**src/sbq_pkg.sv**
```systemverilog
package sbq_pkg;

    localparam int COEF_WIDTH         = 32;
    localparam int NUM_COEFS          = 5;
    localparam int CFG_IDX_W          = 3;
    localparam int DEF_SAMPLE_WIDTH   = 24;
    localparam int DEF_COEF_FRAC_BITS = 24;

    localparam logic [CFG_IDX_W-1:0] IDX_B0 = 3'd0;
    localparam logic [CFG_IDX_W-1:0] IDX_B1 = 3'd1;
    localparam logic [CFG_IDX_W-1:0] IDX_B2 = 3'd2;
    localparam logic [CFG_IDX_W-1:0] IDX_A1 = 3'd3;
    localparam logic [CFG_IDX_W-1:0] IDX_A2 = 3'd4;

    localparam logic signed [COEF_WIDTH-1:0] B0_RESET = 32'sd16777216;

    typedef struct packed {
        logic signed [COEF_WIDTH-1:0] b0;
        logic signed [COEF_WIDTH-1:0] b1;
        logic signed [COEF_WIDTH-1:0] b2;
        logic signed [COEF_WIDTH-1:0] a1;
        logic signed [COEF_WIDTH-1:0] a2;
    } t_coefs;

    typedef struct packed {
        logic start;
        logic mac1;
        logic mac2;
        logic mac3;
        logic adv;
    } t_lane_ctl;

    typedef enum logic [2:0] {
        ST_IDLE,
        ST_MAC1,
        ST_MAC2,
        ST_MAC3,
        ST_DONE
    } t_seq_state;

endpackage

```
**src/sbq_seq.sv**
```systemverilog
module sbq_seq (
    input  logic                i_clk,
    input  logic                i_rst_n,
    input  logic                i_in_valid,
    input  logic                i_out_ok,
    output logic                o_in_ready,
    output sbq_pkg::t_lane_ctl  o_ctl
);

    sbq_pkg::t_seq_state r_state;
    sbq_pkg::t_seq_state n_state;

    always_ff @(posedge i_clk) begin
        if (!i_rst_n) begin
            r_state <= sbq_pkg::ST_IDLE;
        end else begin
            r_state <= n_state;
        end
    end

    always_comb begin
        n_state    = r_state;
        o_in_ready = 1'b0;
        o_ctl      = '0;
        unique case (r_state)
            sbq_pkg::ST_IDLE: begin
                o_in_ready = 1'b1;
                if (i_in_valid) begin
                    o_ctl.start = 1'b1;
                    n_state     = sbq_pkg::ST_MAC1;
                end
            end
            sbq_pkg::ST_MAC1: begin
                o_ctl.mac1 = 1'b1;
                n_state    = sbq_pkg::ST_MAC2;
            end
            sbq_pkg::ST_MAC2: begin
                o_ctl.mac2 = 1'b1;
                n_state    = sbq_pkg::ST_MAC3;
            end
            sbq_pkg::ST_MAC3: begin
                o_ctl.mac3 = 1'b1;
                n_state    = sbq_pkg::ST_DONE;
            end
            sbq_pkg::ST_DONE: begin
                if (i_out_ok) begin
                    o_ctl.adv  = 1'b1;
                    o_in_ready = 1'b1;
                    if (i_in_valid) begin
                        o_ctl.start = 1'b1;
                        n_state     = sbq_pkg::ST_MAC1;
                    end else begin
                        n_state = sbq_pkg::ST_IDLE;
                    end
                end
            end
            default: begin
                n_state = sbq_pkg::ST_IDLE;
            end
        endcase
    end

endmodule

```
**config.mk**
```make
export PLATFORM = sky130hd
export DESIGN_NAME = sbq_seq
export DESIGN_NICKNAME = d
export VERILOG_FILES = /design/src/sbq_pkg.sv /design/src/sbq_seq.sv
export SDC_FILE = /design/constraint.sdc
export NUM_CORES = 1
export LEC_CHECK = 0
export BUFFER_PORTS_ARGS = -buffer_cell sky130_fd_sc_hd__buf_4
export CAP_MARGIN = 40
export CELL_PAD_IN_SITES_DETAIL_PLACEMENT = 1
export CELL_PAD_IN_SITES_GLOBAL_PLACEMENT = 2
export CORE_AREA = 4 4 41 43
export DETAILED_ROUTE_END_ITERATION = 12
export DIE_AREA = 0 0 45 47
export GPL_TIMING_DRIVEN = 0
export PLACE_DENSITY_LB_ADDON = 0.08
export REMOVE_ABC_BUFFERS = 1
export SETUP_SLACK_MARGIN = 0.02
export SYNTH_ARGS = -nofsm -noshare
export SYNTH_HDL_FRONTEND = slang
export SYNTH_SLANG_ARGS = --single-unit
export TNS_END_PERCENT = 20
```
**constraint.sdc**
```tcl
create_clock -name i_clk -period 1.1 [get_ports i_clk]
set_input_delay 0.11 -clock i_clk [delete_from_list [all_inputs] [get_ports i_clk]]
set_output_delay 0.11 -clock i_clk [all_outputs]
set_load 0.1 [all_outputs]
```
### Word level (Yosys, flattened, before mapping)

Index checks and enable logic that the tools add are counted.

* output and inout bits: 6
* flip-flop bits (word level): 3

* reductions and logical operators: 2
* muxes and demuxes: 13
* equality and inequality tests: 6

Operators by type and width (count)
* $pmux W3 S5: 1
* $mux W1: 8
* $eq A3 B2 Y1 const B: 2
* $mux W3: 2
* $ne A2 B2 Y1 const B: 2
* $pmux W1 S2: 2
* $eq A3 B1 Y1 const B: 1
* $eq A3 B3 Y1 const B: 1
* $logic_not A3 Y1: 1
* $reduce_and A2 Y1: 1

### Logic depth before layout (Yosys ltp)

* word-level depth: 3
* mapped depth: 3

### Least setup slack after synthesis

OpenSTA, ideal clock, no wires.

* path kind: flip-flop to output port
* from: reg r_state[0]
* to: out o_ctl[2] (netlist bit)
* stages on the path, launching flop included: 3
* path slack: -1650 ps
* arrival time: 2640 ps
* data required time: 990 ps
* cells stage by stage: dfxtp_1 > buf_4 > nor3b_1

RTL lines
* start: declaration: RTL line sbq_seq.sv:10 `sbq_pkg::t_seq_state r_state;`
* start signal: assignment: RTL line sbq_seq.sv:15 `r_state <= sbq_pkg::ST_IDLE;`
* start signal: assignment: RTL line sbq_seq.sv:17 `r_state <= n_state;`
* end: declaration: RTL line sbq_seq.sv:7 `output sbq_pkg::t_lane_ctl o_ctl`

==> reports/summary.md <==
* **status** complete, but fails checks
* **violations in the final reports** negative setup slack
* **Ys Warns** 0
* **commonest cells after routing, fill and taps aside** 4 x buf_4, 3 x clkbuf_4, 3 x buf_12, 3 x dfxtp_4
* **starting DRC count in detailed routing** 0
* **critical path class** flip-flop to primary output
* **Maximum Capacitance Violations** 0
* **synthesized netlist cell count** 21
* **clock root cell** clkbuf_4
* **number of buffers added by the clock tree synthesis step** 3
* **average via count per standard cell** 4.06
* **number of nets in the final layout** 38
* **via total after detailed routing** 195
* **number of standard cells in the layout, taps in and fillers out** 48
* **insertion delay of the later-clocked pin in the worst-skew pair** 0.23 ns
* **Slew @ Worst Pin** 0.277 ns
* **crit path from** r_state[2]$_SDFFE_PN0P_
* **capture point of the worst reg-to-reg path** r_state[0]$_SDFFE_PN0P_
* **clock tree from TritonCTS** yes
* **vias in the first global route** 217
* **Post-Syn Area per Cell** 9.47 sq um
* **initial core utilization** 15.3%
* **launching point of the worst reg2reg path** r_state[1]$_SDFFE_PN0P_
* **total DRC errors in the routed layout** 0
* **fill cell total of the finished layout** 157
* **sequential-to-total area share from yosys stat** 30.2%
* **post-layout utilization of the core** 29.6%
* **normalized max-slew margin** 81.3%
* **power density cells** 1650 mW/mm^2
* **Die Area** 0.00212 sq mm
* **number of flip-flops under the largest register name** 3
* **ant diodes** 0
* **leakage power total** 0.158 nW
* **routed length per placed instance** 11.0 microns
* **Final setup viols** 6
* **total standard cell area after synthesis** 199 sq um
* **count of input and output buffers** 9
* **total wirelength of the detailed-routed design** 530 microns
* **most common library cell in the layout ignoring fill and taps** buf_4
* **number of buffers on the longest clock path** 2
* **final count of pins violating max slew** 0
* **Critical Path Source Type** flip-flop
* **peak ir drop on the vdd network** 0.472 mV
* **total of flip-flops plus latches after synthesis** 3
* **Final GP Congestion** 0.616
* **worst-case register-to-register setup slack** 0.15 ns
* **global-route wire length before repair** 952 microns
* **critical path peak fanout** 7
* **Ports** 10
* **placed cells** 43
* **Most flops, register** r_state
* **kind of path behind the tightest hold check** primary input to flip-flop
* **Clock Sink Count** 3
* **router iterations before antenna repair** 1
* **arrival time at the worst endpoint** 1.15 ns
* **RSZ-0062 raised after global routing** true
* **die width** 45 microns
* **registers with the most flip-flops** r_state: 3 flops
* **worst r2r path cells** 2
* **clock input transition at the sequential cells of the worst setup and hold paths** 0.04 ns
* **final period demand of the worst path** 1.26 ns
* **Worst setup endpoint** o_ctl[4]
* **fmax** 0.795 GHz
* **Global Route Usage Sum** 6.55%
* **die height** 47 microns
* **Total Negative Setup Slacks** -0.649 ns
* **share of layout cells above drive strength 1** 69.7%
* **post-synth cell types** 15
* **area added between synthesis and finish** 93.7%
* **worst-case setup margin in the final layout** -0.158 ns
* **overflow left after global routing** 0
* **HPWL after detailed placement** 395 microns
* **kind of end point of the critical path** primary output
* **maximum number of pins on one net before global-route repair** 10
* **Worst Path Required** 0.99 ns
* **number of antenna violations at the first check in global routing** 0
* **floorplan row count** 13
* **total power** 0.634 mW
* **total number of H-tree levels** 1
* **worst setup skew after layout** 0.00411 ns
* **Hold Vio Cnt, Final** 0
* **Final period util** 114%
* **number of nets with antenna violations after detailed routing** 0
* **area of the placeable core** 0.00130 sq mm
==> per-stage QoR <==
stage | instance area, sq um | setup slack [ns] | hold WS, ns
floorplan | 180 | -1.68 | 0.228
global placement | 267 | -0.0600 | 0.327
detailed placement | 267 | -0.0797 | 0.338
CTS | 368 | -0.167 | 0.0933
global route | 385 | -0.219 | 0.0921
finish | 385 | -0.158 | 0.0961
==> critical path, stage by stage, from the launching register on <==
cell and delay (ns):
dfxtp_4 0.37, nor2b_4 0.15, and3b_2 0.23, buf_12 0.16
==> power breakdown <==
| part | switching, mW | internal [mW] | leakage [nW] |
|---|---|---|---|
| clock | 0.0544 | 0.136 | 0.0150 |
| sequential | 0.0242 | 0.119 | 0.0267 |
| combinational | 0.200 | 0.100 | 0.116 |
| total | 0.279 | 0.355 | 0.158 |
==> how the worst min path moves through the flow <==
stage	startpoint	to	slack [ns]	cells after the start
after global placement	i_rst_n	r_state[2]$_SDFFE_PN0P_	0.33	2
final	i_rst_n	r_state[2]$_SDFFE_PN0P_	0.1	2
after global routing	i_rst_n	r_state[2]$_SDFFE_PN0P_	0.09	2
after CTS	i_rst_n	r_state[2]$_SDFFE_PN0P_	0.09	2
after floorplan	i_rst_n	r_state[2]$_SDFFE_PN0P_	0.23	1
after detailed placement	i_rst_n	r_state[2]$_SDFFE_PN0P_	0.34	2
==> repair_timing <==
action                                  CTS  global route
endpoints found under the setup margin    6             6
hold buffers                              0             0
pin swaps                                 1             0
gates resized for setup                  21             4
buffers inserted                          1             0
hold endpoints to repair                  0             0
==> synth_stat cells (all sizes together) <==
cell type  number  share of area [%]
nor4b           1                4.4
dfxtp           3                 30
nor2            2                3.8
and3b           2                8.8
inv             1                1.9
a2111oi         1                7.5
xnor2           1                4.4
nor3b           2                7.5
nor2b           1                3.1
o21a            1                3.8
buf             2                9.4
nand2b          1                6.9
nor3            2                5.0
and3            1                3.1
==> area by class of cell <==
type                    instances  area, sq um  area share, %
clock buffers                   4         26.3           6.82
inverters                       1         3.75          0.974
multi-input cells              15          136           35.4
flip-flops and latches          3         71.3           18.5
well taps                      15         18.8           4.87
repair buffers                 10          129           33.4
==> per-layer routing <==
metal	GRT usage, %	share of wire (%)	vias to the layer above
li1	-	-	98
met1	6.79	41	92
met2	10.7	52	5
met3	2.30	6.2	0
met4	5.26	0	0
met5	0	0	-
==> kinds of logic after synthesis <==
group	Yosys count	synth area share [%]
simple gates	12	42.8
flops	3	30.2
buf+inv	3	11.3
compound gates	2	11.3
xor+xnor	1	4.40
No activity file was read; power rests on OpenSTA's default activity.
