--- src/sbq_pkg.sv ---
package sbq_pkg;

    localparam int COEF_WIDTH         = 32;
    localparam int NUM_COEFS          = 5;
    localparam int CFG_IDX_W          = 3;
    localparam int DEF_SAMPLE_WIDTH   = 24;
    localparam int DEF_COEF_FRAC_BITS = 24;

    localparam logic [CFG_IDX_W-1:0] IDX_B0 = 3'd0;
    localparam logic [CFG_IDX_W-1:0] IDX_B1 = 3'd1;
    localparam logic [CFG_IDX_W-1:0] IDX_B2 = 3'd2;
    localparam logic [CFG_IDX_W-1:0] IDX_A1 = 3'd3;
    localparam logic [CFG_IDX_W-1:0] IDX_A2 = 3'd4;

    localparam logic signed [COEF_WIDTH-1:0] B0_RESET = 32'sd16777216;

    typedef struct packed {
        logic signed [COEF_WIDTH-1:0] b0;
        logic signed [COEF_WIDTH-1:0] b1;
        logic signed [COEF_WIDTH-1:0] b2;
        logic signed [COEF_WIDTH-1:0] a1;
        logic signed [COEF_WIDTH-1:0] a2;
    } t_coefs;

    typedef struct packed {
        logic start;
        logic mac1;
        logic mac2;
        logic mac3;
        logic adv;
    } t_lane_ctl;

    typedef enum logic [2:0] {
        ST_IDLE,
        ST_MAC1,
        ST_MAC2,
        ST_MAC3,
        ST_DONE
    } t_seq_state;

endpackage

--- src/sbq_coef_regs.sv ---
module sbq_coef_regs (
    input  logic                           i_clk,
    input  logic                           i_rst_n,
    input  logic                           i_we,
    input  logic [sbq_pkg::CFG_IDX_W-1:0]  i_idx,
    input  logic [sbq_pkg::COEF_WIDTH-1:0] i_data,
    output sbq_pkg::t_coefs                o_coefs
);

    sbq_pkg::t_coefs r_coefs;
    sbq_pkg::t_coefs n_coefs;

    always_comb begin
        n_coefs = r_coefs;
        if (i_we) begin
            unique case (i_idx)
                sbq_pkg::IDX_B0: n_coefs.b0 = i_data;
                sbq_pkg::IDX_B1: n_coefs.b1 = i_data;
                sbq_pkg::IDX_B2: n_coefs.b2 = i_data;
                sbq_pkg::IDX_A1: n_coefs.a1 = i_data;
                sbq_pkg::IDX_A2: n_coefs.a2 = i_data;
                default:         n_coefs    = r_coefs;
            endcase
        end
    end

    always_ff @(posedge i_clk) begin
        if (!i_rst_n) begin
            r_coefs.b0 <= sbq_pkg::B0_RESET;
            r_coefs.b1 <= '0;
            r_coefs.b2 <= '0;
            r_coefs.a1 <= '0;
            r_coefs.a2 <= '0;
        end else begin
            r_coefs <= n_coefs;
        end
    end

    assign o_coefs = r_coefs;

endmodule

--- config.mk ---
export PLATFORM = sky130hd
export DESIGN_NAME = sbq_coef_regs
export DESIGN_NICKNAME = d
export VERILOG_FILES = /design/src/sbq_pkg.sv /design/src/sbq_coef_regs.sv
export SDC_FILE = /design/constraint.sdc
export NUM_CORES = 1
export LEC_CHECK = 0
export BUFFER_PORTS_ARGS = -buffer_cell sky130_fd_sc_hd__buf_2
export CORE_UTILIZATION = 45
export CTS_CLUSTER_DIAMETER = 150
export DETAILED_ROUTE_END_ITERATION = 12
export PLACE_DENSITY_LB_ADDON = 0.15
export SYNTH_ARGS = -nofsm -noshare
export SYNTH_HDL_FRONTEND = slang
export SYNTH_SLANG_ARGS = --single-unit
--- constraint.sdc ---
create_clock -name i_clk -period 2.83 [get_ports i_clk]
set_clock_uncertainty 0.15 [all_clocks]
set_input_delay 0.4245 -clock i_clk [delete_from_list [all_inputs] [get_ports i_clk]]
set_output_delay 0.4245 -clock i_clk [all_outputs]
set_load 0.01 [all_outputs]
== Word-level counts from Yosys, hierarchy flattened ==
Cells that the tools add are included.
W data, S select, Z words.

* $add $sub $neg: 0
* Multipliers: 0
* Div/mod/pow operators: 0
* Order comparisons: 0
* Equality and inequality tests: 4
* Shift operators: 0
* Muxes and demuxes: 0
* Bitwise logic cells: 0
* Reductions and logical operators: 6

{| class="wikitable"
|+ Operator list
! operator !! number
|-
| $reduce_and A2 Y1 || 5
|-
| $eq A3 B2 Y1 const B || 2
|-
| $eq A3 B1 Y1 const B || 1
|-
| $eq A3 B3 Y1 const B || 1
|-
| $logic_not A3 Y1 || 1
|}

* Register bits after elaboration: 160
* Bits in latches: 0
* RAM bits: 0
* ROM bits: 0
* Logic and storage cells: 15
* Memories kept: 0

== Depth between registers and ports, before layout ==
Gate-level depths: netlist of the first run.

* Depth after elaboration: 2
* Gate-level depth with buffers: 4
* Mapped depth without buffers: 2

== Worst setup path after synthesis of the first run ==
No wires, ideal clock.

* Kind: in2reg
* From: in i_idx[0] (netlist bit)
* To: reg r_coefs, in the netlist o_coefs[128]
* Arrival: 1.241 ns
* Data required time: 2.608 ns
* Setup slack: 1.367 ns
* Cell stages on the path: 3
* Path through: nor4b_4 -> buf_6 -> mux2i_1

* Word-level cells in the longest chain between the ends: 2

{| class="wikitable"
|+ Ends and longest elaborated chain
! element !! RTL line !! text
|-
| start, declared || sbq_coef_regs.sv:5 || <nowiki>input logic [sbq_pkg::CFG_IDX_W-1:0] i_idx,</nowiki>
|-
| $logic_not A3 Y1 || sbq_coef_regs.sv:16 || <nowiki>unique case (i_idx)</nowiki>
|-
| $reduce_and A2 Y1 (no line) || - ||
|-
| end signal, assigned || sbq_coef_regs.sv:35 || <nowiki>r_coefs <= n_coefs;</nowiki>
|-
| end, declared || sbq_coef_regs.sv:10 || <nowiki>sbq_pkg::t_coefs r_coefs;</nowiki>
|}

Every way passes these cells.
A chain may end at the register's enable or synchronous reset.

== Worst setup path after layout of the first run ==
* From: in i_idx[1] (netlist bit)
* To: reg r_coefs, in the netlist o_coefs[3]

* Word-level cells in the longest chain between the ends: 2

{| class="wikitable"
|+ Ends and longest elaborated chain
! element !! RTL line
|-
| $eq A3 B3 Y1 || sbq_coef_regs.sv:16
|-
| $reduce_and A2 Y1 (no line) || -
|}

Every way passes these cells.

==> impl_metrics.toml, run 1 <==
[yosys]
yosys_warnings = 0
synth_seq_cells = 160
synth_nets = 595
synth_top_cell_by_area = "dfxtp_1"
seq_area_frac_synth = 0.550
synth_area_mm2 = 0.00582
yosysTopAreaCellShare = 0.550
synth_cell_types = 12
synth_area_leaders = "dfxtp_1, mux2i_1, nand2_1"
synth_cells = 557
syn_area_per_cell_um2 = 10.5

[sta]
tightestPinTransition_ps = 929
whs_ps = 142
setup_slack_ps = 1140
maxSlewViolCount = 0
setup_viol = 0
layout_min_cycle_time_ps = 1690
relSlewSlack = 0.379
setup_tns_ps = 0
final-hold-violation-count = 0
max_freq_mhz = 590
rsz0062_at_grt = "false"
finalCritPeriodShare = 0.599

[routing]
drt_pass1_iterations = 4
dr_total_vias = 4481
routed_wl_um = 14500
viasPerCell = 4.84
wl_per_cell_um = 15.7
drtAntennaViolNets = 0
drt-initial-drc-count = 219
drc = 0

[floorplan]
initial_utilization = 0.461
dieArea_mm2 = 0.0134
ios = 198
die_x_um = 116
core_mm2 = 0.0126
chipHeight_um = 116
num_rows = 41

[clock_tree]
cts_resized = 0
cts_root_buf = "clkbuf_16"
max-clock-path-buffers = 2
cts_sinks = 160
cts_tree = "done"
holdBufCountCts = 0
postCtsSetupBuffers = 0
cts_htree_levels = 4
clk_pin_slew_ps = 60
cts_buffers = 17
clk_latency_ps = 420

[place]
hpwlAfterDp_um = 9870
globalplace.congestion = 0.781
pre_cts_slack_ps = 669
port-buffer-count = 197
place_area_mm2 = 0.00694

[cells_and_area]
layout-drive-gt1-share = 0.312
syn_to_final_growth_pct = 28.9
largest_reg_flops = 160
fill_cells = 1123
register_area_mm2 = 0.00320
fin_area_mm2 = 0.00750
multiInputGateArea_mm2 = 0.00245
antennaDiodeCount = 0
layout.nets = 779

[grt]
first_global_vias = 4387
grt_usage = 0.224
antenna_found_initial = 0
grt_max_degree = 56
grt_pass1_wl_um = 22500
grt_overflow = 0

[pwr]
seqPwrFrac = 0.485
peakVddDrop_mv = 0.386
clockPowerShare = 0.450
swShare = 0.220
power.total_mw = 4.80
p_per_area_mw_per_mm2 = 639
power_leakage_nw = 4.15
power_switching_mw = 1.05
p_comb_frac = 0.065
p_int_mw = 3.74

[critical_path]
max_stage_delay_ps = 860
worst_path_max_delay_cell = "nand4bb_4"
crit_path_start_kind = "input port"
worst-setup-path-type = "in2reg"
critPathCaptureType = "flip-flop"
arrival_ps = 1870
crit_chain = "buf_2 > nand4bb_4 > mux2i_1"
crit_fanout = 32
reg2reg_depth = 2
required_ps = 3010

[worst_hold_path]
hold_class = "in2reg"
hold_path_depth = 3

[outcome]
status = "finished clean"

[run]
cap_violations = 0
[routing by layer]
metal | share of wire | global-route usage | vias to the layer above | routed length (µm)
met3 | 0.067 | 0.0717 | 20 | 975
met4 | 0.020 | 0.0966 | 0 | 283
met5 | 0 | 0 | - | 0
li1 | - | - | 2204 | -
met2 | 0.49 | 0.379 | 138 | 7170
met1 | 0.42 | 0.263 | 2119 | 6070
[cell usage after synthesis]
| cell | count |
|---|---|
| dfxtp_1 | 160 |
| nor2b_1 | 2 |
| buf_6 | 3 |
| clkbuf_1 | 14 |
| mux2i_1 | 160 |
| buf_2 | 6 |
| nand4b_1 | 1 |
| nand4bb_1 | 3 |
| nor4b_4 | 1 |
| nand2_1 | 191 |
| buf_4 | 12 |
| buf_1 | 4 |
[worst max-delay path, delay by kind of cell]
kind,cells,cell delay [ps]
buf+inv,1,160
mux,1,410
simple gates,1,860
[power groups by stage]
stage | clock network, mW | logic, mW | registers [mW]
3_3_place_gp | 0 | 0.306 | 2.37
3_5_place_dp | 0 | 0.315 | 2.38
6_report | 2.16 | 0.311 | 2.33
4_1_cts | 2.21 | 0.316 | 2.33
2_1_floorplan | 0 | 0.155 | 2.40
5_1_grt | 2.30 | 0.340 | 2.33
[layout by cell type, fill, tap and decap left out]
master,n
buf_12,3
buf_2,196
buf_4,5
bufinv_16,1
clkbuf_1,4
clkbuf_16,17
clkbuf_8,5
clkinv_2,3
clkinvlp_4,1
dfxtp_1,160
mux2i_1,160
nand2_1,191
nand4b_1,1
nand4bb_4,3
nor2b_1,2
nor4b_4,1
[logic make-up after synthesis]
logic type	share of synthesized area
buffers and inverters	0.0380
flip-flops	0.550
multiplexers	0.275
AND/OR/NAND/NOR	0.137
[area by class of cell]
cell class | count | share of cell area
clock buffer | 26 | 0.0679
timing repair buffer | 204 | 0.144
sequential | 160 | 0.427
clock inverter | 5 | 0.00700
tap | 172 | 0.0287
multi-input combinational | 358 | 0.326
[path summary, 6_finish.rpt]
path	startpoint	end	slack (ps)
min	i_data[24]	o_coefs[152]	140
min reg2reg	o_coefs[122]	o_coefs[122]	310
max reg2reg	o_coefs[103]	o_coefs[103]	2030
max	i_idx[1]	o_coefs[3]	1140
[metrics by stage]
step	utilization	instances
finish	0.595	925
global route	0.595	925
CTS	0.595	925
detailed placement	0.550	894
global placement	0.550	894
floorplan	-	557
Power figures use the tool's default switching activity.
==> run 2: changes to the inputs <==
clock period = 1.4 ns   (was 2.83 ns; I/O delays follow)
==> impl_metrics.toml, run 2 (synthesized netlist as in run 1, its figures left out) <==
[outcome]
status = "finished clean"

[critical_path]
path_buf_inv = 1
arrival_ps = 930
max_stage_delay_ps = 360
cp_top_family = "flip-flops"
reg2reg_depth = 2
worst_path_max_delay_cell = "dfxtp_1"
crit_fanout = 2
worst-setup-path-type = "reg2out"
critPathCaptureType = "output pin"
required_ps = 1040
crit_path_start_kind = "flip-flop"
path_depth = 1
crit_chain = "buf_2"

[sta]
whs_ps = 15.2
max_freq_mhz = 777
rsz0062_at_grt = "false"
tightestPinTransition_ps = 276
maxSlewViolCount = 0
relSlewSlack = 0.815
layout_min_cycle_time_ps = 1290
finalCritPeriodShare = 0.920
setup_viol = 0
final-hold-violation-count = 0

[floorplan]
core_mm2 = 0.0126
ios = 198
dieArea_mm2 = 0.0134
die_x_um = 116
initial_utilization = 0.461
num_rows = 41
chipHeight_um = 116

[cells_and_area]
layout.nets = 804
layout_commonest_cell = "buf_2"
syn_to_final_growth_pct = 34.1
largest_reg_flops = 160
fill_cells = 1128
mostFrequentLayoutCells = "buf_2, nand2_1, mux2i_1, dfxtp_1, clkbuf_16"
fin_area_mm2 = 0.00781
layout-drive-gt1-share = 0.320
antennaDiodeCount = 0

[routing]
drtAntennaViolNets = 0
drc = 0
routed_wl_um = 14900
viasPerCell = 4.84
dr_total_vias = 4599
drt-initial-drc-count = 207
wl_per_cell_um = 15.7
drt_pass1_iterations = 6

[clock_tree]
cts_root_buf = "clkbuf_16"
max-clock-path-buffers = 2
clk_pin_slew_ps = 60
cts_buffers = 17
clk_latency_ps = 420
cts_sinks = 160
cts_htree_levels = 4
cts_resized = 0
cts_tree = "done"

[pwr]
power_leakage_nw = 4.30
p_per_area_mw_per_mm2 = 1250
peakVddDrop_mv = 0.677

[place]
globalplace.congestion = 0.746
hpwlAfterDp_um = 9970
place_area_mm2 = 0.00713
port-buffer-count = 197

[worst_hold_path]
hold_class = "in2reg"
hold_path_depth = 3

[grt]
grt_usage = 0.227
first_global_vias = 4410
grt_max_degree = 52
grt_pass1_wl_um = 22800
grt_overflow = 0
antenna_found_initial = 0

[run]
cap_violations = 0
[run 2: cell count changes in the layout (fill, tap and decap cells not counted), sizes merged]
cell | previous run | this run
buf | 204 | 217
clkbuf | 26 | 25
clkinv | 3 | 5
clkinvlp | 1 | 0
dlygate4sd3 | 0 | 12
[run 2: path summary, 6_finish.rpt]
path | start | end | slack [ps]
setup / recovery | o_coefs[79] | o_coefs[79] | 110
hold / removal | i_data[21] | o_coefs[53] | 20
setup reg to reg | o_coefs[36] | o_coefs[36] | 610
hold reg to reg | o_coefs[16] | o_coefs[16] | 300
[run 2: area by class of cell]
class                           count  area (µm²)  area share
Multi-Input combinational cell    358        2450       0.313
Timing Repair Buffer              229        1380       0.177
Sequential cell                   160        3200       0.410
Clock inverter                      6        55.1     0.00705
Clock buffer                       25         505      0.0647
Tap cell                          172         215      0.0276
[run 2: where the power goes]
part           switching [mW]  total [mW]  leakage, nW  internal, mW
clock                    1.70        4.36        0.283          2.66
sequential             0.0503        4.71         1.29          4.66
combinational           0.396       0.696         2.73         0.300
[run 2: repair_timing]
action	4_1_cts	5_1_grt
buffers inserted	0	0
hold buffers	12	0
hold endpoints to repair	39	0
[run 2: through the flow]
step | power (mW) | cells | worst slack [ps] | TNS, ps | utilization
after floorplan | 5.16 | 557 | 152 | 0 | -
after CTS | 9.84 | 950 | 107 | 0 | 0.619
after global routing | 10.1 | 950 | 73.2 | 0 | 0.619
final | 9.76 | 950 | 113 | 0 | 0.619
after detailed placement | 5.47 | 907 | -79.6 | -873 | 0.565
after global placement | 5.46 | 907 | 2.00 | 0 | 0.565
[run 2: layer usage]
layer | vias to the layer above | global-route usage | routed length [µm]
met4 | 0 | 0.103 | 311
met5 | - | 0 | 0
met2 | 149 | 0.384 | 7170
met3 | 21 | 0.0690 | 1010
li1 | 2254 | - | -
met1 | 2175 | 0.266 | 6380
