$ cat src/sbq_pkg.sv
package sbq_pkg;

    localparam int COEF_WIDTH         = 32;
    localparam int NUM_COEFS          = 5;
    localparam int CFG_IDX_W          = 3;
    localparam int DEF_SAMPLE_WIDTH   = 24;
    localparam int DEF_COEF_FRAC_BITS = 24;

    localparam logic [CFG_IDX_W-1:0] IDX_B0 = 3'd0;
    localparam logic [CFG_IDX_W-1:0] IDX_B1 = 3'd1;
    localparam logic [CFG_IDX_W-1:0] IDX_B2 = 3'd2;
    localparam logic [CFG_IDX_W-1:0] IDX_A1 = 3'd3;
    localparam logic [CFG_IDX_W-1:0] IDX_A2 = 3'd4;

    localparam logic signed [COEF_WIDTH-1:0] B0_RESET = 32'sd16777216;

    typedef struct packed {
        logic signed [COEF_WIDTH-1:0] b0;
        logic signed [COEF_WIDTH-1:0] b1;
        logic signed [COEF_WIDTH-1:0] b2;
        logic signed [COEF_WIDTH-1:0] a1;
        logic signed [COEF_WIDTH-1:0] a2;
    } t_coefs;

    typedef struct packed {
        logic start;
        logic mac1;
        logic mac2;
        logic mac3;
        logic adv;
    } t_lane_ctl;

    typedef enum logic [2:0] {
        ST_IDLE,
        ST_MAC1,
        ST_MAC2,
        ST_MAC3,
        ST_DONE
    } t_seq_state;

endpackage

$ cat src/sbq_lane.sv
module sbq_lane #(
    parameter int SAMPLE_WIDTH   = sbq_pkg::DEF_SAMPLE_WIDTH,
    parameter int COEF_FRAC_BITS = sbq_pkg::DEF_COEF_FRAC_BITS
) (
    input  logic                           i_clk,
    input  logic                           i_rst_n,
    input  sbq_pkg::t_lane_ctl             i_ctl,
    input  sbq_pkg::t_coefs                i_coefs,
    input  logic signed [SAMPLE_WIDTH-1:0] i_x,
    output logic signed [SAMPLE_WIDTH-1:0] o_y,
    output logic                           o_sat
);

    localparam int PW = sbq_pkg::COEF_WIDTH + SAMPLE_WIDTH;
    localparam int AW = PW + 3;
    localparam logic signed [AW-1:0] HALF = {{(AW-1){1'b0}}, 1'b1} << (COEF_FRAC_BITS - 1);
    localparam logic signed [AW-1:0] SMAX = {{(AW-SAMPLE_WIDTH+1){1'b0}},
                                             {(SAMPLE_WIDTH-1){1'b1}}};
    localparam logic signed [AW-1:0] SMIN = ~SMAX;

    logic signed [SAMPLE_WIDTH-1:0]        r_x;
    logic signed [SAMPLE_WIDTH-1:0]        r_x1;
    logic signed [SAMPLE_WIDTH-1:0]        r_x2;
    logic signed [SAMPLE_WIDTH-1:0]        r_y1;
    logic signed [SAMPLE_WIDTH-1:0]        r_y2;
    logic signed [PW-1:0]                  r_pa;
    logic signed [PW-1:0]                  r_pb;
    logic signed [AW-1:0]                  r_acc;
    logic signed [AW-1:0]                  n_acc;

    logic signed [sbq_pkg::COEF_WIDTH-1:0] w_ca;
    logic signed [sbq_pkg::COEF_WIDTH-1:0] w_cb;
    logic signed [SAMPLE_WIDTH-1:0]        w_xa;
    logic signed [SAMPLE_WIDTH-1:0]        w_yb;
    logic signed [PW-1:0]                  w_pa;
    logic signed [PW-1:0]                  w_pb;
    logic signed [AW-1:0]                  w_rnd;
    logic signed [AW-1:0]                  w_shf;

    // The feed-forward multiplier walks b0, b1, b2 while the feedback one walks a2, a1.
    always_comb begin
        w_ca = i_coefs.b0;
        w_xa = i_x;
        w_cb = i_coefs.a2;
        w_yb = i_ctl.adv ? r_y1 : r_y2;
        priority if (i_ctl.mac1) begin
            w_ca = i_coefs.b1;
            w_xa = r_x1;
            w_cb = i_coefs.a1;
            w_yb = r_y1;
        end else if (i_ctl.mac2) begin
            w_ca = i_coefs.b2;
            w_xa = r_x2;
            w_cb = '0;
            w_yb = r_y1;
        end
    end

    assign w_pa = w_ca * w_xa;
    assign w_pb = w_cb * w_yb;

    always_comb begin
        n_acc = (i_ctl.mac1 ? {AW{1'b0}} : r_acc)
              + {{(AW-PW){r_pa[PW-1]}}, r_pa}
              - {{(AW-PW){r_pb[PW-1]}}, r_pb};
    end

    assign w_rnd = r_acc + HALF;
    assign w_shf = w_rnd >>> COEF_FRAC_BITS;

    always_comb begin
        o_sat = 1'b0;
        o_y   = w_shf[SAMPLE_WIDTH-1:0];
        priority if (w_shf > SMAX) begin
            o_sat = 1'b1;
            o_y   = SMAX[SAMPLE_WIDTH-1:0];
        end else if (w_shf < SMIN) begin
            o_sat = 1'b1;
            o_y   = SMIN[SAMPLE_WIDTH-1:0];
        end
    end

    always_ff @(posedge i_clk) begin
        r_pa <= w_pa;
        r_pb <= w_pb;
        if (i_ctl.start) begin
            r_x <= i_x;
        end
        if (i_ctl.mac1 || i_ctl.mac2 || i_ctl.mac3) begin
            r_acc <= n_acc;
        end
    end

    always_ff @(posedge i_clk) begin
        if (!i_rst_n) begin
            r_x1 <= '0;
            r_x2 <= '0;
            r_y1 <= '0;
            r_y2 <= '0;
        end else if (i_ctl.adv) begin
            r_x2 <= r_x1;
            r_x1 <= r_x;
            r_y2 <= r_y1;
            r_y1 <= o_y;
        end
    end

endmodule

$ cat config.mk
export PLATFORM = sky130hd
export DESIGN_NAME = sbq_lane
export DESIGN_NICKNAME = d
export VERILOG_FILES = /design/src/sbq_pkg.sv /design/src/sbq_lane.sv
export SDC_FILE = /design/constraint.sdc
export NUM_CORES = 2
export LEC_CHECK = 0
export BUFFER_PORTS_ARGS = -buffer_cell sky130_fd_sc_hd__clkbuf_2
export CORE_MARGIN = 3
export CORE_UTILIZATION = 55
export CTS_BUF_LIST = sky130_fd_sc_hd__clkbuf_8
export CTS_CLUSTER_DIAMETER = 200
export DETAILED_ROUTE_END_ITERATION = 12
export GPL_TIMING_DRIVEN = 0
export PLACE_DENSITY = 0.72
export SYNTH_ARGS = -nofsm -noshare
export SYNTH_HDL_FRONTEND = slang
export SYNTH_SLANG_ARGS = --single-unit
$ cat constraint.sdc
create_clock -name i_clk -period 22.2 [get_ports i_clk]
set_input_delay 4.44 -clock i_clk [delete_from_list [all_inputs] [get_ports i_clk]]
set_output_delay 4.44 -clock i_clk [all_outputs]
set_load 0.02 [all_outputs]
# [After elaboration in Yosys (flattened, before gate mapping)]
# Cells that the tools add are included.
[word_totals] reg_bits=291 input_bits=191 output_inout_bits=25 elab_cells=31
[op_classes] addsub=3 mul=2 magnitude_cmp=2 muxes=14 reduce_logical=2
[op_table] op="two-way mux 24 bit" count=7
[op_table] op="two-way mux 32 bit" count=4
[op_table] op="multiplier 32 x 24 -> 56 bit" count=2
[op_table] op="adder 59 x 25 -> 59 bit, second input constant" count=1
[op_table] op="adder 59 bit" count=1
[op_table] op="two-way mux 59 bit" count=1
[op_table] op="subtractor 59 bit" count=1
[op_table] op="greater-than comparator 35 x 24 -> 1 bit, second input constant" count=1
[op_table] op="less-than comparator 35 x 24 -> 1 bit, second input constant" count=1
[op_table] op="logical OR 1 bit" count=2
[op_table] op="two-way mux 1 bit" count=2

# [Longest topological paths before layout]
[depth] word_depth=4 mapped_depth=33

# [Least setup slack after synthesis]
# Ideal clock, no wire load.
[synth_path] kind="input -> register" from="input port i_ctl[0] in the netlist's numbering" to="register r_pb[49]" arrival_time_ns=12.268 required_time_ns=22.073 slack_ns=9.806 cell_stages=28 path_buffers=4 path_cell_list="clkbuf_1 > nor3_1 > buf_1 > buf_1 > mux2i_1 > clkbuf_1 > nor2_1 > fa_1 > inv_1 > fa_1 > fa_1 > fa_1 > fa_1 > inv_1 > fa_1 > inv_1 > fa_1 > inv_1 > ha_1 > a22o_1 > or4_1 > o2111ai_1 > a31oi_1 > o21ai_1 > o21ai_1 > a211oi_1 > o21ai_0 > xor2_1"
[synth_via] elab_chain_cells=4
[synth_rtl] element="start: declaration" line="sbq_lane.sv:7" rtl="input sbq_pkg::t_lane_ctl i_ctl,"
[synth_rtl] element="two-way mux 24 bit"
[synth_rtl] element="two-way mux 24 bit" line="sbq_lane.sv:51" rtl="end else if (i_ctl.mac2) begin"
[synth_rtl] element="two-way mux 24 bit" line="sbq_lane.sv:46" rtl="priority if (i_ctl.mac1) begin"
[synth_rtl] element="multiplier 32 x 24 -> 56 bit" line="sbq_lane.sv:60" rtl="assign w_pb = w_cb * w_yb;"
[synth_rtl] element="via w_pb[49]" line="sbq_lane.sv:36" rtl="logic signed [PW-1:0] w_pb;"
[synth_rtl] element="end signal: assignment" line="sbq_lane.sv:85" rtl="r_pb <= w_pb;"
[synth_rtl] element="end: declaration" line="sbq_lane.sv:27" rtl="logic signed [PW-1:0] r_pb;"
# The timed path passes the listed nets, and every way through them passes these cells.
# A chain may end at the register's enable or synchronous reset.

# [Worst setup path in the final report]
[layout_path] from="input port i_ctl[2] in the netlist's numbering" to="register r_pa[53]"
[layout_via] elab_chain_cells=3 word_cells_on_any_way=5 classes_between="1 x mul; 4 x mux"
[layout_rtl] element="two-way mux 32 bit or two-way mux 24 bit (tied branches)" line="sbq_lane.sv:51"
[layout_rtl] element="two-way mux 32 bit or two-way mux 24 bit (tied branches)" line="sbq_lane.sv:46"
[layout_rtl] element="multiplier 32 x 24 -> 56 bit *" line="sbq_lane.sv:59" rtl="assign w_pa = w_ca * w_xa;"
[layout_rtl] element="via w_pa[53]" line="sbq_lane.sv:35" rtl="logic signed [PW-1:0] w_pa;"
[layout_rtl] element="end signal: assignment" line="sbq_lane.sv:84" rtl="r_pa <= w_pa;"
[layout_rtl] element="end: declaration" line="sbq_lane.sv:26" rtl="logic signed [PW-1:0] r_pa;"
# Mark *: on every way through the listed nets, which the timed path passes. The rest lies on a longest branch.

==> run metrics <==
first-pass GRT wire length=~360000 µm; GR Util All Layers=a little under two fifths; Main synth FF type=dfxtp_1; syn avg cell area=9.05 µm²; CP Launch Type=input port; routed wire length per instance=around 25 µm; core area=between 0.1 and 0.15 mm²; later-pin clock latency in the skew report=around 0.66 ns; Initial Utilization=55.7%; # setup viols final=0; setup TNS=0 ns; Final period util=a little under three quarters; DR vias=56.4k; Final Wtd Congestion=~1.1; Ports=between 200 and 250; violated checks=max-capacitance violations, max-slew violations; worst hold path class=register to register; post-synthesis cell count=around 7.7k; aggregate global routing overflow=0; nets=~10k; crit-path max FO=10; FF-to-FF End=r_pa[53]; CP arrival=16.29 ns; hold bufs inserted after CTS=0; WL final=242000 µm; crit path time final=between 15 and 20 ns; register-to-register setup slack=11.54 ns; post-DP HPWL=approximately 200000 µm; worst-margin pin slew=around 1.6 ns; Setup WS pre-CTS=6.29 ns; detail-routed via count per cell=5.86; top-count cell post-synth=inv_1; Starting DRT DRC Count=just over 6k; final hold violation count=0; Area growth syn-to-layout=6.41%; clock skew=approximately 0.030 ns; critical path buffer and inverter count=7; hold worst-path end=r_x1[18]; Die Wd=around 360 µm; post-route setup slack=6.42 ns; CP max stage cell=buf_1; post-CTS sizing=0; count of input and output buffers=211; clk sinks=slightly below 300; synth cell count leaders=inv_1 (1755), fa_1 (1624), nand2_1 (977); drt pass-1 iters=7; antenna violations before repair=15; count of final max-slew check failures=50; chip height=approximately 360 µm; Post-synth EDFFs=just over 80; top-area cell type share of the netlist area=between 40% and 50%; Yosys reg bits=between 200 and 300; number of H-tree levels=2; unrepaired setup endpoints after global routing=false; Largest stage delay, worst path=around 1.2 ns; CP top delay family=adder cells; largest area contributor in the netlist=fa_1; post-synthesis net count=9844; worst hold path startpoint=r_x[18]; most used cell, CP=fa_1; number of global-route vias before repair=57.9k; dpl cells=roughly 9.5k; Seq/Total Area, Yosys=about a tenth; CTS tree=built; critical path capture point type=register; Unique masters post-synth=a little over 90; layout cells sized above 1=under 10%; CTS clk-pin slew, worst paths=0.06 ns; reg2reg path depth=26; root buf cell=clkbuf_8; Synth Cell Area=~0.07 mm²; critical path class=input port to register; outcome=complete, but fails checks; Slew HR=-4.69%; R2R Path Start=r_x2[1]; largest net degree at the start of global routing=just under 60; final non-filler cell total=a little under 10k; dominant cells by area after synthesis=fa_1 (47%), inv_1 (9.5%), ha_1 (6.5%), dfxtp_1 (6.0%), nand2_1 (5.3%); setup bufs post-CTS=0; max-cap violations=5; Async SR Flop Fraction=0%; CTS Buf Count=47; row count=around 130; Req. time, crit path=approximately 23 ns; Max Root-Sink Buffers=3; Yosys Warn Count=0; drt drc=0; Antenna Violating Nets Remaining=0; Worst Hold Depth=2; area of the die=~0.13 mm²; fmax=63.4 MHz
stage by stage:
| step | utilization (%) | area, µm² | hold WS [ns] |
|---|---|---|---|
| floorplan | - | 69400 | 0.470 |
| global placement | 58.2 | 72500 | 0.485 |
| detailed placement | 58.4 | 72600 | 0.497 |
| CTS | 59.3 | 73700 | 0.508 |
| global route | 59.3 | 73800 | 0.537 |
| finish | 59.3 | 73800 | 0.513 |
area by class of cell:
class                           instances  area (µm²)
Antenna cell                           17        42.5
Sequential cell                       291        6660
Clock buffer                           59         812
Inverter                             1756        6590
Timing Repair Buffer                  222        1200
Clock inverter                         28         312
Fill cell                           11200       50600
Buffer                                348        1350
Tap cell                             1637        2050
Multi-Input combinational cell       5273       54800
cell usage in the layout (no fill, tap or decap), types with 17 or more instances in the layout:
cell | netlist | routed
inv_1 | 1755 | 1766
fa_1 | 1624 | 1624
nand2_1 | 977 | 977
nor2_1 | 770 | 770
ha_1 | 361 | 361
clkbuf_1 | 322 | 317
clkbuf_2 | 2 | 218
dfxtp_1 | 208 | 208
a21oi_1 | 162 | 162
mux2i_1 | 151 | 145
o21ai_0 | 147 | 145
xnor2_1 | 142 | 142
a21o_1 | 99 | 99
nor2b_1 | 90 | 90
nand2b_1 | 87 | 87
edfxtp_1 | 83 | 83
o21a_1 | 68 | 68
xor2_1 | 59 | 59
clkbuf_8 | 0 | 59
o21ai_1 | 46 | 48
nand3_1 | 44 | 44
and2_1 | 35 | 35
a22o_1 | 33 | 33
a22oi_1 | 32 | 32
o21bai_1 | 29 | 29
nand4_1 | 29 | 29
nor3_1 | 28 | 28
and3_1 | 21 | 21
o221a_1 | 20 | 20
a211oi_1 | 19 | 19
mux2_2 | 18 | 18
diode_2 | 0 | 17
a31oi_1 | 17 | 17
worst max-delay path by stage:
stage | start | endpoint | slack, ns | cells past startpoint
floorplan | i_ctl[0] | r_pb[49] | 9.81 | 28
global placement | i_ctl[2] | r_pa[53] | 6.23 | 28
detailed placement | i_ctl[2] | r_pa[53] | 6.29 | 28
CTS | i_ctl[2] | r_pa[53] | 6.94 | 28
global route | i_ctl[2] | r_pa[53] | 6.26 | 28
finish | i_ctl[2] | r_pa[53] | 6.42 | 28
state kept, by name (all words and copies together), names as in the netlist:
signal	count
r_y1	24
r_x1	24
r_acc	59
r_x	24
r_y2	24
r_pa	56
r_x2	24
r_pb	56
worst min-delay path, delay by kind of cell, from the launching register on:
family,cells,cell delay [ns]
mux,1,0.06
simple gates,1,0.09
flops,1,0.32
metal layers:
| metal | track usage [%] | routed length [µm] | up-vias |
|---|---|---|---|
| met2 | 54.2 | 100000 | 3648 |
| li1 | - | - | 23500 |
| met4 | 18.9 | 15700 | 4 |
| met5 | 0.290 | 60 | - |
| met3 | 12.2 | 33600 | 732 |
| met1 | 51.8 | 92500 | 28500 |
kinds of logic after synthesis:
family	Yosys count	share of synthesized area, %
muxes	170	2.49
xor gates and xnor gates	201	2.54
buffers and inverters	2104	11.4
adders and majority gates	1985	53.4
DFF	291	9.60
and+or+nand+nor	2148	13.2
AOI/OAI and AO/OA	769	7.39
Power is left out: the tool's default activity adds up to more than one toggle a clock period on the data nets, which glitch-free logic cannot reach.
